**src/design/tss_pkg.sv**
```systemverilog
package tss_pkg;

  localparam int COUNT_WIDTH_DEF = 8;

  localparam int LIMIT_W    = 37;
  localparam int PROD_W     = 56;
  localparam int SCALED_W   = 57;
  localparam int CFG_IDX_W  = 8;
  localparam int CFG_DATA_W = 32;

  localparam logic [19:0] US_PER_SECOND = 20'd1000000;

  localparam logic [CFG_IDX_W-1:0] CFG_TRIAL_ENABLE    = 8'd0;
  localparam logic [CFG_IDX_W-1:0] CFG_SETTLE_COUNT    = 8'd1;
  localparam logic [CFG_IDX_W-1:0] CFG_SKIP_COUNT      = 8'd2;
  localparam logic [CFG_IDX_W-1:0] CFG_MAX_INTERVAL_US = 8'd3;

  localparam logic [7:0]  SETTLE_COUNT_RST    = 8'd3;
  localparam logic [7:0]  SKIP_COUNT_RST      = 8'd3;
  localparam logic [23:0] MAX_INTERVAL_US_RST = 24'd100000;

  typedef enum logic [2:0] {
    PH_DISABLED  = 3'd0,
    PH_WAITING   = 3'd1,
    PH_ACTIVE    = 3'd2,
    PH_COMPLETE  = 3'd3,
    PH_CANCELLED = 3'd4,
    PH_INVALID   = 3'd5,
    PH_DEADLINE  = 3'd6
  } tss_phase_e;

  typedef enum logic [1:0] {
    ACT_SERVICE = 2'd0,
    ACT_SKIP    = 2'd1,
    ACT_STOP    = 2'd2
  } tss_action_e;

  typedef struct packed {
    logic        authorized;
    logic        ready_req;
    logic [31:0] rec_epoch;
    logic [31:0] rec_version;
    logic [31:0] tick_rate;
    logic [63:0] tick_stamp;
  } tss_evt_t;

  typedef struct packed {
    tss_action_e action;
    tss_phase_e  trial_state;
    logic        result_valid;
    logic [7:0]  skipped_events;
    logic [31:0] start_version;
    logic [31:0] finish_version;
    logic [63:0] start_ticks;
    logic [63:0] finish_ticks;
  } tss_res_t;

endpackage

```
**src/design/tss_if.sv**
```systemverilog
interface tss_event_if;
  logic        valid;
  logic        ready;
  logic        authorized;
  logic        ready_req;
  logic [31:0] rec_epoch;
  logic [31:0] rec_version;
  logic [31:0] tick_rate;
  logic [63:0] tick_stamp;

  modport source (
    output valid, authorized, ready_req, rec_epoch, rec_version, tick_rate, tick_stamp,
    input  ready
  );
  modport sink (
    input  valid, authorized, ready_req, rec_epoch, rec_version, tick_rate, tick_stamp,
    output ready
  );
endinterface

interface tss_result_if;
  logic        valid;
  logic        ready;
  logic [1:0]  action;
  logic [2:0]  trial_state;
  logic        result_valid;
  logic [7:0]  skipped_events;
  logic [31:0] start_version;
  logic [31:0] finish_version;
  logic [63:0] start_ticks;
  logic [63:0] finish_ticks;

  modport source (
    output valid, action, trial_state, result_valid, skipped_events, start_version,
           finish_version, start_ticks, finish_ticks,
    input  ready
  );
  modport sink (
    input  valid, action, trial_state, result_valid, skipped_events, start_version,
           finish_version, start_ticks, finish_ticks,
    output ready
  );
endinterface

interface tss_cfg_if;
  logic        valid;
  logic        ready;
  logic [7:0]  index;
  logic [31:0] data;

  modport source (output valid, index, data, input ready);
  modport sink (input valid, index, data, output ready);
endinterface

```
**src/design/timed_skip_window_sequencer_top.sv**
```systemverilog
// One-shot blackout trial sequencer: each slot event item yields exactly one result item
// (action, trial state and captured start/finish values). An item is registered on
// acceptance in the input register and its result is then registered in the two-entry
// output buffer, from which it is offered; a new item is taken every cycle while
// the receiver keeps up. The deadline check (tick rate * max_interval_us / 1000000) is
// done in the same cycle by comparing elapsed ticks scaled by one million against the
// product, so only a full output buffer holds the input. Write configuration only while
// no item is in flight; any write of trial_enable restarts the trial.
module timed_skip_window_sequencer_top import tss_pkg::*; #(
  parameter int COUNT_WIDTH = COUNT_WIDTH_DEF
) (
  input  logic clk_i,
  input  logic rst_ni,
  tss_event_if.sink    evt_i,
  tss_cfg_if.sink      cfg_i,
  tss_result_if.source res_o
);

  logic         push;
  logic         full;
  tss_res_t     push_data;

  tss_core #(
    .COUNT_WIDTH (COUNT_WIDTH)
  ) u_core (
    .clk_i       (clk_i),
    .rst_ni      (rst_ni),
    .evt_i       (evt_i),
    .cfg_i       (cfg_i),
    .fifo_full_i (full),
    .push_o      (push),
    .push_data_o (push_data)
  );

  tss_out_fifo u_out_fifo (
    .clk_i  (clk_i),
    .rst_ni (rst_ni),
    .push_i (push),
    .data_i (push_data),
    .full_o (full),
    .res_o  (res_o)
  );

  a_push_room: assert property (@(posedge clk_i) disable iff (!rst_ni)
    push |-> !full)
    else $error("result pushed into a full output buffer");

  a_hold_result: assert property (@(posedge clk_i) disable iff (!rst_ni)
    (res_o.valid && !res_o.ready) |=> res_o.valid)
    else $error("waiting result dropped");

  a_stop_terminal: assert property (@(posedge clk_i) disable iff (!rst_ni)
    (res_o.valid && res_o.action == ACT_STOP) |-> res_o.result_valid)
    else $error("stop action without a terminal trial state");

endmodule

```
**src/design/tss_limit.sv**
```systemverilog
module tss_limit import tss_pkg::*; (
  input  logic [63:0] now_i,
  input  logic [63:0] first_i,
  input  logic [31:0] rate_i,
  input  logic [23:0] max_us_i,
  output logic        late_o
);

  logic [63:0]         elapsed;
  logic [PROD_W-1:0]   allowed;
  logic [SCALED_W-1:0] scaled;

  // Compare elapsed * 1000000 against rate * max_us instead of dividing:
  // elapsed > floor(P / 1000000) holds exactly when elapsed * 1000000 > P.
  // The allowed tick count always stays below 2^LIMIT_W, so a larger elapsed is late.
  always_comb begin
    elapsed = now_i - first_i;
    allowed = {24'd0, rate_i} * {32'd0, max_us_i};
    scaled  = {20'd0, elapsed[LIMIT_W-1:0]} * {37'd0, US_PER_SECOND};
    late_o  = (now_i < first_i) || (elapsed[63:LIMIT_W] != '0) ||
              (scaled > {1'b0, allowed});
  end

endmodule

```
**src/design/tss_out_fifo.sv**
```systemverilog
module tss_out_fifo import tss_pkg::*; (
  input  logic     clk_i,
  input  logic     rst_ni,
  input  logic     push_i,
  input  tss_res_t data_i,
  output logic     full_o,
  tss_result_if.source res_o
);

  logic [1:0] count_q;
  tss_res_t   head_q, tail_q;
  logic       pop;

  assign res_o.valid          = count_q != 2'd0;
  assign pop                  = res_o.valid && res_o.ready;
  assign full_o               = count_q == 2'd2;
  assign res_o.action         = head_q.action;
  assign res_o.trial_state    = head_q.trial_state;
  assign res_o.result_valid   = head_q.result_valid;
  assign res_o.skipped_events = head_q.skipped_events;
  assign res_o.start_version  = head_q.start_version;
  assign res_o.finish_version = head_q.finish_version;
  assign res_o.start_ticks    = head_q.start_ticks;
  assign res_o.finish_ticks   = head_q.finish_ticks;

  always_ff @(posedge clk_i or negedge rst_ni) begin
    if (!rst_ni) begin
      count_q <= 2'd0;
    end else begin
      case ({push_i, pop})
        2'b10:   count_q <= count_q + 2'd1;
        2'b01:   count_q <= count_q - 2'd1;
        default: count_q <= count_q;
      endcase
    end
  end

  always_ff @(posedge clk_i) begin
    case ({push_i, pop})
      2'b11: begin
        if (count_q == 2'd1) begin
          head_q <= data_i;
        end else begin
          head_q <= tail_q;
          tail_q <= data_i;
        end
      end
      2'b10: begin
        if (count_q == 2'd0) begin
          head_q <= data_i;
        end else begin
          tail_q <= data_i;
        end
      end
      2'b01: begin
        if (count_q == 2'd2) begin
          head_q <= tail_q;
        end
      end
      default: begin
        head_q <= head_q;
      end
    endcase
  end

endmodule

```
**src/design/tss_core.sv**
```systemverilog
module tss_core import tss_pkg::*; #(
  parameter int COUNT_WIDTH = COUNT_WIDTH_DEF
) (
  input  logic         clk_i,
  input  logic         rst_ni,
  tss_event_if.sink    evt_i,
  tss_cfg_if.sink      cfg_i,
  input  logic         fifo_full_i,
  output logic         push_o,
  output tss_res_t     push_data_o
);

  localparam int CMP_W = (COUNT_WIDTH > 8) ? COUNT_WIDTH : 8;
  localparam logic [COUNT_WIDTH-1:0] CNT_MAX = '1;

  // Input register
  logic     evt_valid_q;
  tss_evt_t evt_q;
  logic     proc;
  logic     accept;

  // Configuration
  logic        enable_q;
  logic [7:0]  settle_count_q;
  logic [7:0]  skip_count_q;
  logic [23:0] max_us_q;
  logic        cfg_we;
  logic        restart;

  // Trial state
  tss_phase_e             phase_q, phase_d;
  logic [COUNT_WIDTH-1:0] settle_q, settle_d;
  logic [COUNT_WIDTH-1:0] skip_q, skip_d;
  logic [31:0]            held_epoch_q, held_epoch_d;
  logic [31:0]            held_clock_q, held_clock_d;
  logic [31:0]            first_version_q, first_version_d;
  logic [63:0]            first_ticks_q, first_ticks_d;
  logic [31:0]            last_version_q, last_version_d;
  logic [63:0]            last_ticks_q, last_ticks_d;

  tss_action_e            act;
  logic                   term;
  logic [COUNT_WIDTH-1:0] settle_inc;
  logic [COUNT_WIDTH-1:0] skip_inc;
  logic                   rec_bad;
  logic                   act_bad;
  logic                   late;

  assign proc        = evt_valid_q && !fifo_full_i;
  assign evt_i.ready = !evt_valid_q || proc;
  assign accept      = evt_i.valid && evt_i.ready;

  assign cfg_i.ready = 1'b1;
  assign cfg_we      = cfg_i.valid;
  assign restart     = cfg_we && (cfg_i.index == CFG_TRIAL_ENABLE);

  tss_limit u_limit (
    .now_i    (evt_q.tick_stamp),
    .first_i  (first_ticks_q),
    .rate_i   (held_clock_q),
    .max_us_i (max_us_q),
    .late_o   (late)
  );

  always_ff @(posedge clk_i or negedge rst_ni) begin
    if (!rst_ni) begin
      evt_valid_q <= 1'b0;
    end else if (accept) begin
      evt_valid_q <= 1'b1;
    end else if (proc) begin
      evt_valid_q <= 1'b0;
    end
  end

  always_ff @(posedge clk_i) begin
    if (accept) begin
      evt_q.authorized  <= evt_i.authorized;
      evt_q.ready_req   <= evt_i.ready_req;
      evt_q.rec_epoch   <= evt_i.rec_epoch;
      evt_q.rec_version <= evt_i.rec_version;
      evt_q.tick_rate   <= evt_i.tick_rate;
      evt_q.tick_stamp  <= evt_i.tick_stamp;
    end
  end

  always_ff @(posedge clk_i or negedge rst_ni) begin
    if (!rst_ni) begin
      enable_q       <= 1'b0;
      settle_count_q <= SETTLE_COUNT_RST;
      skip_count_q   <= SKIP_COUNT_RST;
      max_us_q       <= MAX_INTERVAL_US_RST;
    end else if (cfg_we) begin
      case (cfg_i.index)
        CFG_TRIAL_ENABLE:    enable_q       <= cfg_i.data[0];
        CFG_SETTLE_COUNT:    settle_count_q <= cfg_i.data[7:0];
        CFG_SKIP_COUNT:      skip_count_q   <= cfg_i.data[7:0];
        CFG_MAX_INTERVAL_US: max_us_q       <= cfg_i.data[23:0];
        default:             enable_q       <= enable_q;
      endcase
    end
  end

  always_comb begin
    settle_inc = (settle_q == CNT_MAX) ? settle_q : settle_q + COUNT_WIDTH'(1);
    skip_inc   = (skip_q == CNT_MAX) ? skip_q : skip_q + COUNT_WIDTH'(1);
    rec_bad    = (evt_q.rec_epoch == 32'd0) || (evt_q.rec_version == 32'd0) ||
                 evt_q.rec_version[0] || (evt_q.tick_rate == 32'd0);
    act_bad    = !evt_q.ready_req || (evt_q.rec_epoch != held_epoch_q) ||
                 (evt_q.tick_rate != held_clock_q) || evt_q.rec_version[0];
  end

  // Next trial state
  always_comb begin
    phase_d         = phase_q;
    settle_d        = settle_q;
    skip_d          = skip_q;
    held_epoch_d    = held_epoch_q;
    held_clock_d    = held_clock_q;
    first_version_d = first_version_q;
    first_ticks_d   = first_ticks_q;
    last_version_d  = last_version_q;
    last_ticks_d    = last_ticks_q;
    act             = ACT_SERVICE;
    if (proc && (phase_q == PH_WAITING || phase_q == PH_ACTIVE)) begin
      if (!evt_q.authorized) begin
        phase_d = PH_CANCELLED;
      end else if (phase_q == PH_WAITING) begin
        if (!evt_q.ready_req) begin
          settle_d = '0;
        end else begin
          settle_d = settle_inc;
          if (CMP_W'(settle_inc) >= CMP_W'(settle_count_q)) begin
            if (rec_bad) begin
              phase_d = PH_INVALID;
            end else begin
              held_epoch_d    = evt_q.rec_epoch;
              held_clock_d    = evt_q.tick_rate;
              first_version_d = evt_q.rec_version;
              first_ticks_d   = evt_q.tick_stamp;
              skip_d          = COUNT_WIDTH'(1);
              phase_d         = PH_ACTIVE;
              act             = ACT_SKIP;
            end
          end
        end
      end else begin
        if (act_bad) begin
          phase_d = PH_INVALID;
        end else if (late) begin
          phase_d = PH_DEADLINE;
        end else if (CMP_W'(skip_q) >= CMP_W'(skip_count_q)) begin
          phase_d = PH_COMPLETE;
        end else begin
          skip_d = skip_inc;
          act    = ACT_SKIP;
        end
      end
      if (phase_d != PH_WAITING && phase_d != PH_ACTIVE) begin
        last_version_d = evt_q.rec_version;
        last_ticks_d   = evt_q.tick_stamp;
        act            = ACT_STOP;
      end
    end
  end

  // Result
  always_comb begin
    term = (phase_d == PH_COMPLETE) || (phase_d == PH_CANCELLED) ||
           (phase_d == PH_INVALID) || (phase_d == PH_DEADLINE);
    push_o                     = proc;
    push_data_o.action         = act;
    push_data_o.trial_state    = phase_d;
    push_data_o.result_valid   = term;
    push_data_o.skipped_events = (CMP_W'(skip_d) > CMP_W'(8'hFF)) ? 8'hFF : 8'(skip_d);
    push_data_o.start_version  = first_version_d;
    push_data_o.finish_version = last_version_d;
    push_data_o.start_ticks    = first_ticks_d;
    push_data_o.finish_ticks   = last_ticks_d;
  end

  always_ff @(posedge clk_i or negedge rst_ni) begin
    if (!rst_ni) begin
      phase_q         <= PH_DISABLED;
      settle_q        <= '0;
      skip_q          <= '0;
      held_epoch_q    <= '0;
      held_clock_q    <= '0;
      first_version_q <= '0;
      first_ticks_q   <= '0;
      last_version_q  <= '0;
      last_ticks_q    <= '0;
    end else if (restart) begin
      phase_q         <= cfg_i.data[0] ? PH_WAITING : PH_DISABLED;
      settle_q        <= '0;
      skip_q          <= '0;
      held_epoch_q    <= '0;
      held_clock_q    <= '0;
      first_version_q <= '0;
      first_ticks_q   <= '0;
      last_version_q  <= '0;
      last_ticks_q    <= '0;
    end else begin
      phase_q         <= phase_d;
      settle_q        <= settle_d;
      skip_q          <= skip_d;
      held_epoch_q    <= held_epoch_d;
      held_clock_q    <= held_clock_d;
      first_version_q <= first_version_d;
      first_ticks_q   <= first_ticks_d;
      last_version_q  <= last_version_d;
      last_ticks_q    <= last_ticks_d;
    end
  end

endmodule
```
**src/flat_wrapper.sv**
```systemverilog
// flat-port wrapper written by rule: the top's interface ports become plain ports
module timed_skip_window_sequencer_top_flat import tss_pkg::*;
#(
  parameter int COUNT_WIDTH = COUNT_WIDTH_DEF
)
  (clk_i, rst_ni, evt_i_valid, evt_i_authorized, evt_i_ready_req, evt_i_rec_epoch, evt_i_rec_version, evt_i_tick_rate, evt_i_tick_stamp, evt_i_ready, cfg_i_valid, cfg_i_index, cfg_i_data, cfg_i_ready, res_o_valid, res_o_action, res_o_trial_state, res_o_result_valid, res_o_skipped_events, res_o_start_version, res_o_finish_version, res_o_start_ticks, res_o_finish_ticks, res_o_ready);
  tss_event_if evt_i_i ();
  tss_cfg_if cfg_i_i ();
  tss_result_if res_o_i ();
  input  logic clk_i;
  input  logic rst_ni;
  input wire logic [$bits(evt_i_i.valid)-1:0] evt_i_valid;
  input wire logic [$bits(evt_i_i.authorized)-1:0] evt_i_authorized;
  input wire logic [$bits(evt_i_i.ready_req)-1:0] evt_i_ready_req;
  input wire logic [$bits(evt_i_i.rec_epoch)-1:0] evt_i_rec_epoch;
  input wire logic [$bits(evt_i_i.rec_version)-1:0] evt_i_rec_version;
  input wire logic [$bits(evt_i_i.tick_rate)-1:0] evt_i_tick_rate;
  input wire logic [$bits(evt_i_i.tick_stamp)-1:0] evt_i_tick_stamp;
  output wire logic [$bits(evt_i_i.ready)-1:0] evt_i_ready;
  input wire logic [$bits(cfg_i_i.valid)-1:0] cfg_i_valid;
  input wire logic [$bits(cfg_i_i.index)-1:0] cfg_i_index;
  input wire logic [$bits(cfg_i_i.data)-1:0] cfg_i_data;
  output wire logic [$bits(cfg_i_i.ready)-1:0] cfg_i_ready;
  output wire logic [$bits(res_o_i.valid)-1:0] res_o_valid;
  output wire logic [$bits(res_o_i.action)-1:0] res_o_action;
  output wire logic [$bits(res_o_i.trial_state)-1:0] res_o_trial_state;
  output wire logic [$bits(res_o_i.result_valid)-1:0] res_o_result_valid;
  output wire logic [$bits(res_o_i.skipped_events)-1:0] res_o_skipped_events;
  output wire logic [$bits(res_o_i.start_version)-1:0] res_o_start_version;
  output wire logic [$bits(res_o_i.finish_version)-1:0] res_o_finish_version;
  output wire logic [$bits(res_o_i.start_ticks)-1:0] res_o_start_ticks;
  output wire logic [$bits(res_o_i.finish_ticks)-1:0] res_o_finish_ticks;
  input wire logic [$bits(res_o_i.ready)-1:0] res_o_ready;
  assign evt_i_i.valid = evt_i_valid;
  assign evt_i_i.authorized = evt_i_authorized;
  assign evt_i_i.ready_req = evt_i_ready_req;
  assign evt_i_i.rec_epoch = evt_i_rec_epoch;
  assign evt_i_i.rec_version = evt_i_rec_version;
  assign evt_i_i.tick_rate = evt_i_tick_rate;
  assign evt_i_i.tick_stamp = evt_i_tick_stamp;
  assign evt_i_ready = evt_i_i.ready;
  assign cfg_i_i.valid = cfg_i_valid;
  assign cfg_i_i.index = cfg_i_index;
  assign cfg_i_i.data = cfg_i_data;
  assign cfg_i_ready = cfg_i_i.ready;
  assign res_o_valid = res_o_i.valid;
  assign res_o_action = res_o_i.action;
  assign res_o_trial_state = res_o_i.trial_state;
  assign res_o_result_valid = res_o_i.result_valid;
  assign res_o_skipped_events = res_o_i.skipped_events;
  assign res_o_start_version = res_o_i.start_version;
  assign res_o_finish_version = res_o_i.finish_version;
  assign res_o_start_ticks = res_o_i.start_ticks;
  assign res_o_finish_ticks = res_o_i.finish_ticks;
  assign res_o_i.ready = res_o_ready;
  timed_skip_window_sequencer_top #(.COUNT_WIDTH(COUNT_WIDTH)) u_core (.clk_i(clk_i), .rst_ni(rst_ni), .evt_i(evt_i_i), .cfg_i(cfg_i_i), .res_o(res_o_i));
endmodule
```
**config.mk**
```make
export PLATFORM = sky130hd
export DESIGN_NAME = timed_skip_window_sequencer_top_flat
export DESIGN_NICKNAME = d
export VERILOG_FILES = /design/src/design/tss_pkg.sv /design/src/design/tss_if.sv /design/src/design/timed_skip_window_sequencer_top.sv /design/src/design/tss_limit.sv /design/src/design/tss_out_fifo.sv /design/src/design/tss_core.sv /design/src/flat_wrapper.sv
export SDC_FILE = /design/constraint.sdc
export NUM_CORES = 2
export LEC_CHECK = 0
export BUFFER_PORTS_ARGS = -buffer_cell sky130_fd_sc_hd__buf_2
export CORE_ASPECT_RATIO = 1.2
export CORE_MARGIN = 2
export CORE_UTILIZATION = 45
export CTS_CLUSTER_DIAMETER = 40
export DETAILED_ROUTE_END_ITERATION = 10
export PLACE_DENSITY = 0.68
export SYNTH_ARGS = -nofsm -noshare
export SYNTH_HDL_FRONTEND = slang
export SYNTH_HIERARCHICAL = 1
export SYNTH_SLANG_ARGS = --single-unit
export TNS_END_PERCENT = 100
```
**constraint.sdc**
```tcl
create_clock -name clk_i -period 11.7 [get_ports clk_i]
set_input_delay 3.51 -clock clk_i [delete_from_list [all_inputs] [get_ports clk_i]]
set_output_delay 3.51 -clock clk_i [all_outputs]
set_load 0.05 [all_outputs]
```
# Word-level counts from Yosys, hierarchy flattened
# Cells that the tools add are included.
classes:
  mul: 2
  reduce_logical: 45
  addsub: 5
  n_mux: 84
  div_mod_pow: 0
  bitwise: 0
  shift: 0
  n_lt_le_gt_ge: 5
  eq_ne: 25
ops:
  columns: ["cell", "count"]
  rows:
  - ["2-to-1 mux 206 bit", 5]
  - ["2-to-1 mux 32 bit", 24]
  - ["2-to-1 mux 64 bit", 10]
  - ["one-hot mux 206 bit (3 select lines)", 1]
  - ["one-hot mux 206 bit (2 select lines)", 1]
  - ["2-to-1 mux 8 bit", 18]
  - ["logical NOT 32 bit", 3]
  - ["less-than comparator 64 bit", 1]
  - ["!= test 32 bit", 2]
  - ["subtractor 64 bit", 1]
  - ["> comparator 57 x 56 -> 1 bit", 1]
  - ["multiplier 32 x 24 -> 56 bit", 1]
  - ["multiplier 37 x 14 -> 51 bit (second input constant)", 1]
  - ["2-to-1 mux 3 bit", 11]
  - ["nonzero test 27 bit", 1]
  - ["nonzero test 2 bit", 9]
  - ["adder 8 x 1 -> 8 bit (second input constant)", 2]
  - ["equality test 8 x 2 -> 1 bit (second input constant)", 2]
  - ["equality test 8 bit (second input constant)", 2]
  - ["greater-or-equal comparator 8 bit", 2]
  - ["logical OR 1 bit", 13]
  - ["equality test 3 bit (second input constant)", 3]
  - ["2-to-1 mux 1 bit", 9]
  - ["AND reduction 3 bit", 3]
  - ["other kinds (21)", 40]
word_totals:
  word_cells: 202
  n_memories: 0
  regBits: 892
  latchBits: 0
  ramBits: 0
  out_inout_bits: 209
  rom_bits: 0

# Logic depth before layout (Yosys ltp)
logic_depth:
  ltp_word: 17
  mapped_depth: 56
  depth_no_buf: 55

# Hierarchy
# Netlist, hierarchy kept.
modules_own_cells:
  columns: ["mod", "n_inst", "seq_area_each_um2", "cells_each", "area_each_um2"]
  rows:
  - ["tss_limit", 1, 0.0, 4341, 36983.0]
  - ["tss_core", 1, 12784.8, 1434, 20143.1]
  - ["tss_out_fifo", 1, 12421.9, 1173, 18111.1]

# Least setup slack after synthesis
# No wires, ideal clock.
synth_path:
  path_kind: "input -> register"
  start: "in res_o_ready"
  end: "reg u_core.u_out_fifo.head_q (netlist bit u_core/u_out_fifo/res_o.action[0]), enable pin"
  arrival_ns: 13.900
  required_ns: 10.859
  stages: 4
  setup_time_ns: 0.841
  n_path_buf: 0
  setup_slack_ns: -3.040
  cell_sequence: "nor2b_1 -> ha_1 -> nor2b_1 -> a21oi_1"
synth_between:
  elab_chain_cells: 4
  word_cells_on_any_way: 8
synth_rtl:
  columns: ["item", "line_no", "text"]
  rows:
  - ["start: declaration", "flat_wrapper.sv:33", "input wire logic [$bits(res_o_i.ready)-1:0] res_o_ready;"]
  - ["logical AND 1 bit (*)", "tss_out_fifo.sv:15", "assign pop = res_o.valid && res_o.ready;"]
  - ["equality test 2 x 1 -> 1 bit / equality test 2 bit (equally long branches)", "tss_out_fifo.sv:39", "case ({push_i, pop})"]
  - ["!= test 2 x 1 -> 1 bit (no source line) (tied with other cells)", null, null]
  - ["AND reduction 3 bit (no source line) (*)", null, null]
  - ["end signal: assignment", "tss_out_fifo.sv:42", "head_q <= data_i;"]
  - ["end signal: assignment", "tss_out_fifo.sv:44", "head_q <= tail_q;"]
  - ["end signal: assignment", "tss_out_fifo.sv:50", "head_q <= data_i;"]
  - ["end: declaration", "tss_out_fifo.sv:11", "tss_res_t head_q, tail_q;"]
# Every way passes the cells marked *; elsewhere a longest branch is shown, timed or not.
# A chain may end at the register's enable or synchronous reset.

==> key figures <==
Timing
  – Setup Viol. Count Final: 274
  – Setup Skew: 0.0908 ns
  – RSZ-0062 raised after global routing: true
  – Min cycle time layout: 12.17 ns
  – Slew Viols, Final: 0
  – Final-report hold violation count: 0
  – Fmax achieved: 82.2 MHz
  – Crit share post-route: 104%
  – Worst-margin pin slew: 1.31 ns
  – Setup TNS: -51.17 ns
  – PnR worst setup slack: -0.468 ns
  – Slew HR: 12.8%

Min path
  – WHS Path Cells: 2
  – Min-delay src: u_core/u_out_fifo/count_q[1]$_DFFE_PN0N_
  – Hold Crit Class: reg -> reg
  – Hold endpoint: u_core/u_out_fifo/count_q[1]$_DFFE_PN0N_

Global route
  – Initial antenna violation count: 33
  – Largest net degree at the start of global routing: 176
  – Grt met1 use: 30.2%
  – GRT Total Usage: 24.3%
  – GR Layer Usage met2: 42.2%
  – GR peak layer: met2
  – GR Util met3: 4.08%
  – First-pass GRT wire length: 326 mm
  – Vias in the first global route: 58600
  – GRT overflow: 0

Place
  – Placed inst area: 84300 um^2
  – HPWL Detailed: 155 mm
  – GPL Wtd Cong: 0.910
  – Port buffer count: 406
  – Pre-CTS WS: -1.11 ns

Detailed routing
  – Final ANT Viol Nets: 0
  – Avg Vias per Cell: 5.48
  – DRT iter0 DRCs: 3683
  – Vias: 55700
  – DRC errors left: 0
  – Final wirelength: 208 mm
  – DR pass1 iterations: 7
  – WL/cell: 20.4 um

Logic synthesis
  – Mapped Avg Cell Area: 10.8 um^2
  – Post-synth EDFFs: 574
  – Post-synthesis compound-gate area fraction: 9.27%
  – Post-synthesis xor/xnor area fraction: 2.86%
  – Post-synthesis async set-or-reset flop share: 35.7%
  – Mapped Cells: 6948
  – Seq cells post-synth: 892
  – Syn Nets: 8445
  – Post-synthesis sequential area ratio: 33.5%
  – Mux contribution to synthesized area: 7.14%
  – Synth Flop Type: edfxtp_1
  – Synth Area in Simple Gates: 10.8%
  – Post-synth top area share: 22.9%
  – Cell Area, Synth: 75200 um^2
  – Largest family of logic cells by synthesized area: adder cells
  – Area contributors post-synth: edfxtp_1 (23%), fa_1 (21%), dfrtp_1 (10%)
  – Post-synthesis cell type count: 104
  – Adder-Cell Fraction of Synth Area: 29.5%
  – Synth warn: 6
  – Largest area contributor in the netlist: edfxtp_1

Floorplan
  – I/O pin count: 416
  – Initial Util: 45.3%
  – Die footprint: 170000 um^2
  – Core footprint: 166000 um^2
  – Cell Rows: 164
  – Chip Height: 452 um
  – Die width: 377 um

Setup path
  – Slowest cell on crit path: fa_1
  – Crit end category: flop
  – Largest stage delay on the critical path: 0.50 ns
  – CP max FO: 8
  – Worst Path Arrival: 12.55 ns
  – Setup CP Type: reg -> reg
  – Most frequent CP cell: buf_4
  – Worst path required time: 12.08 ns
  – Worst setup SP type: flop
  – Worst reg2reg path depth: 71
  – FF-to-FF Start: u_core/u_core/evt_q[0]$_DFFE_PP_
  – Reg-to-reg endpoint: u_core/u_out_fifo/res_o.finish_ticks[19]$_DFFE_PP_
  – Reg-to-reg setup timing slack: -0.47 ns

Final layout
  – Most frequent cells in the layout: inv_1 (962), fa_1 (799), buf_4 (699), nand2_1 (697), edfxtp_1 (574)
  – Layout cells sized above 1: 23.4%
  – Final instance area: 90700 um^2
  – P&R area growth vs syn: 20.5%
  – Final nets: 9406
  – Most common cell after layout, fill and taps aside: inv_1

CTS
  – Root buf cell: clkbuf_16
  – Clock Path Buffers: 3
  – CTS tree: yes
  – Worst-Skew Late Latency: 0.76 ns
  – Clk slew on worst S/H paths: 0.06 ns
  – CTS sink cnt: 892
  – H-tree depth: 3
  – Num CTS Buffers: 101

Outcome
  – Status: complete, but fails checks
  – Failing checks: negative setup slack

Run
  – Max-cap violation count: 0
[cells in the mapped netlist, drive strengths merged (7+ instances only)]
library cell,count
a21oi,424
o211ai,11
o21a,28
inv,977
nand2b,19
nor4,52
mux2i,275
or2,7
and2b,29
a221oi,212
and2,252
nor2b,194
ha,487
or3,7
xnor2,122
nand2,706
a31oi,22
clkbuf,231
o21bai,31
dfstp,10
a211oi,19
nor2,190
mux2,223
nand4,57
o21ai,122
fa,803
a21o,101
edfxtp,574
nor3,32
nand3,56
buf,118
xor2,119
and3,22
dfrtp,308
o31ai,9
[logic make-up after synthesis]
logic type,Yosys count
AND/OR/NAND/NOR,1651
buffers and inverters,1326
adder cells (fa/ha/maj),1291
AO/OA/AOI/OAI,1047
flip-flops,892
multiplexers,498
XOR/XNOR,242
other,1
[timing repair]
item	4_1_cts	5_1_grt
gates cloned	7	2
resized for setup	247	140
hold buffers	0	0
pin swaps	89	88
buffers inserted	66	29
endpoints found under the setup margin	322	321
[metrics by stage]
step / utilization (%) / hold WS (ns) / instances
6_report: 54.6 / 0.520 / 10200
5_1_grt: 54.5 / 0.549 / 10200
4_1_cts: 54.0 / 0.524 / 10100
3_5_place_dp: 50.7 / 0.510 / 9872
3_3_place_gp: 50.7 / 0.495 / 9872
2_1_floorplan: - / 0.475 / 6948
[how the worst max path moves through the flow]
stage,start,to,slack (ns)
2_1_floorplan,u_core/u_core/evt_q[0]$_DFFE_PP_,u_core/u_out_fifo/res_o.finish_version[10]$_DFFE_PP_,0.40
3_3_place_gp,u_core/u_core/evt_q[0]$_DFFE_PP_,u_core/u_out_fifo/res_o.finish_ticks[34]$_DFFE_PP_,-1.0
3_5_place_dp,u_core/u_core/evt_q[0]$_DFFE_PP_,u_core/u_out_fifo/res_o.finish_ticks[16]$_DFFE_PP_,-1.11
4_1_cts,u_core/u_core/evt_q[3]$_DFFE_PP_,u_core/u_out_fifo/res_o.finish_ticks[18]$_DFFE_PP_,-0.35
5_1_grt,u_core/u_core/evt_q[3]$_DFFE_PP_,u_core/u_out_fifo/res_o.finish_ticks[19]$_DFFE_PP_,-0.95
6_report,u_core/u_core/evt_q[0]$_DFFE_PP_,u_core/u_out_fifo/res_o.finish_ticks[19]$_DFFE_PP_,-0.47
[critical path, delay by kind of cell (launching register included)]
family                     cells  cell delay, ns
AOI/OAI and AO/OA             25            4.18
buffers and inverters         26            3.36
adders and majority gates      5            1.63
and+or+nand+nor               12            1.53
DFF                            1            0.35
muxes                          1            0.34
xor gates and xnor gates       2            0.34
[layer usage]
layer	part of all wire (%)	wire [um]
met5	0.13	275
met4	3.6	7520
met1	39	81400
met2	51	106000
met3	6.2	12900
[area by class of cell]
| type | instances | area [um^2] |
|---|---|---|
| fill | 14000 | 75500 |
| multi-input combinational | 4730 | 46600 |
| sequential | 892 | 25200 |
| timing repair buffer | 1207 | 9060 |
| inverter | 977 | 3670 |
| tap | 2158 | 2700 |
| clock buffer | 118 | 2640 |
| clock inverter | 72 | 800 |
| antenna | 13 | 32.5 |
[flip-flops by register name (all words and copies together) (netlist names), 32 cells and up]
| register | flops |
|---|---|
| u_core/u_out_fifo/tail_q | 206 |
| u_core/u_core/held_clock_q | 32 |
| u_core/u_core/first_ticks_q | 64 |
| u_core/u_core/held_epoch_q | 32 |
| u_core/u_core/last_version_q | 32 |
| u_core/u_core/last_ticks_q | 64 |
| u_core/u_out_fifo/res_o.finish_version | 32 |
| u_core/u_out_fifo/res_o.start_version | 32 |
| u_core/u_core/first_version_q | 32 |
| u_core/u_core/evt_q | 162 |
| u_core/u_out_fifo/res_o.start_ticks | 64 |
| u_core/u_out_fifo/res_o.finish_ticks | 64 |
Power is left out: the tool's default activity adds up to more than one toggle a clock period on the data nets, which glitch-free logic cannot reach.
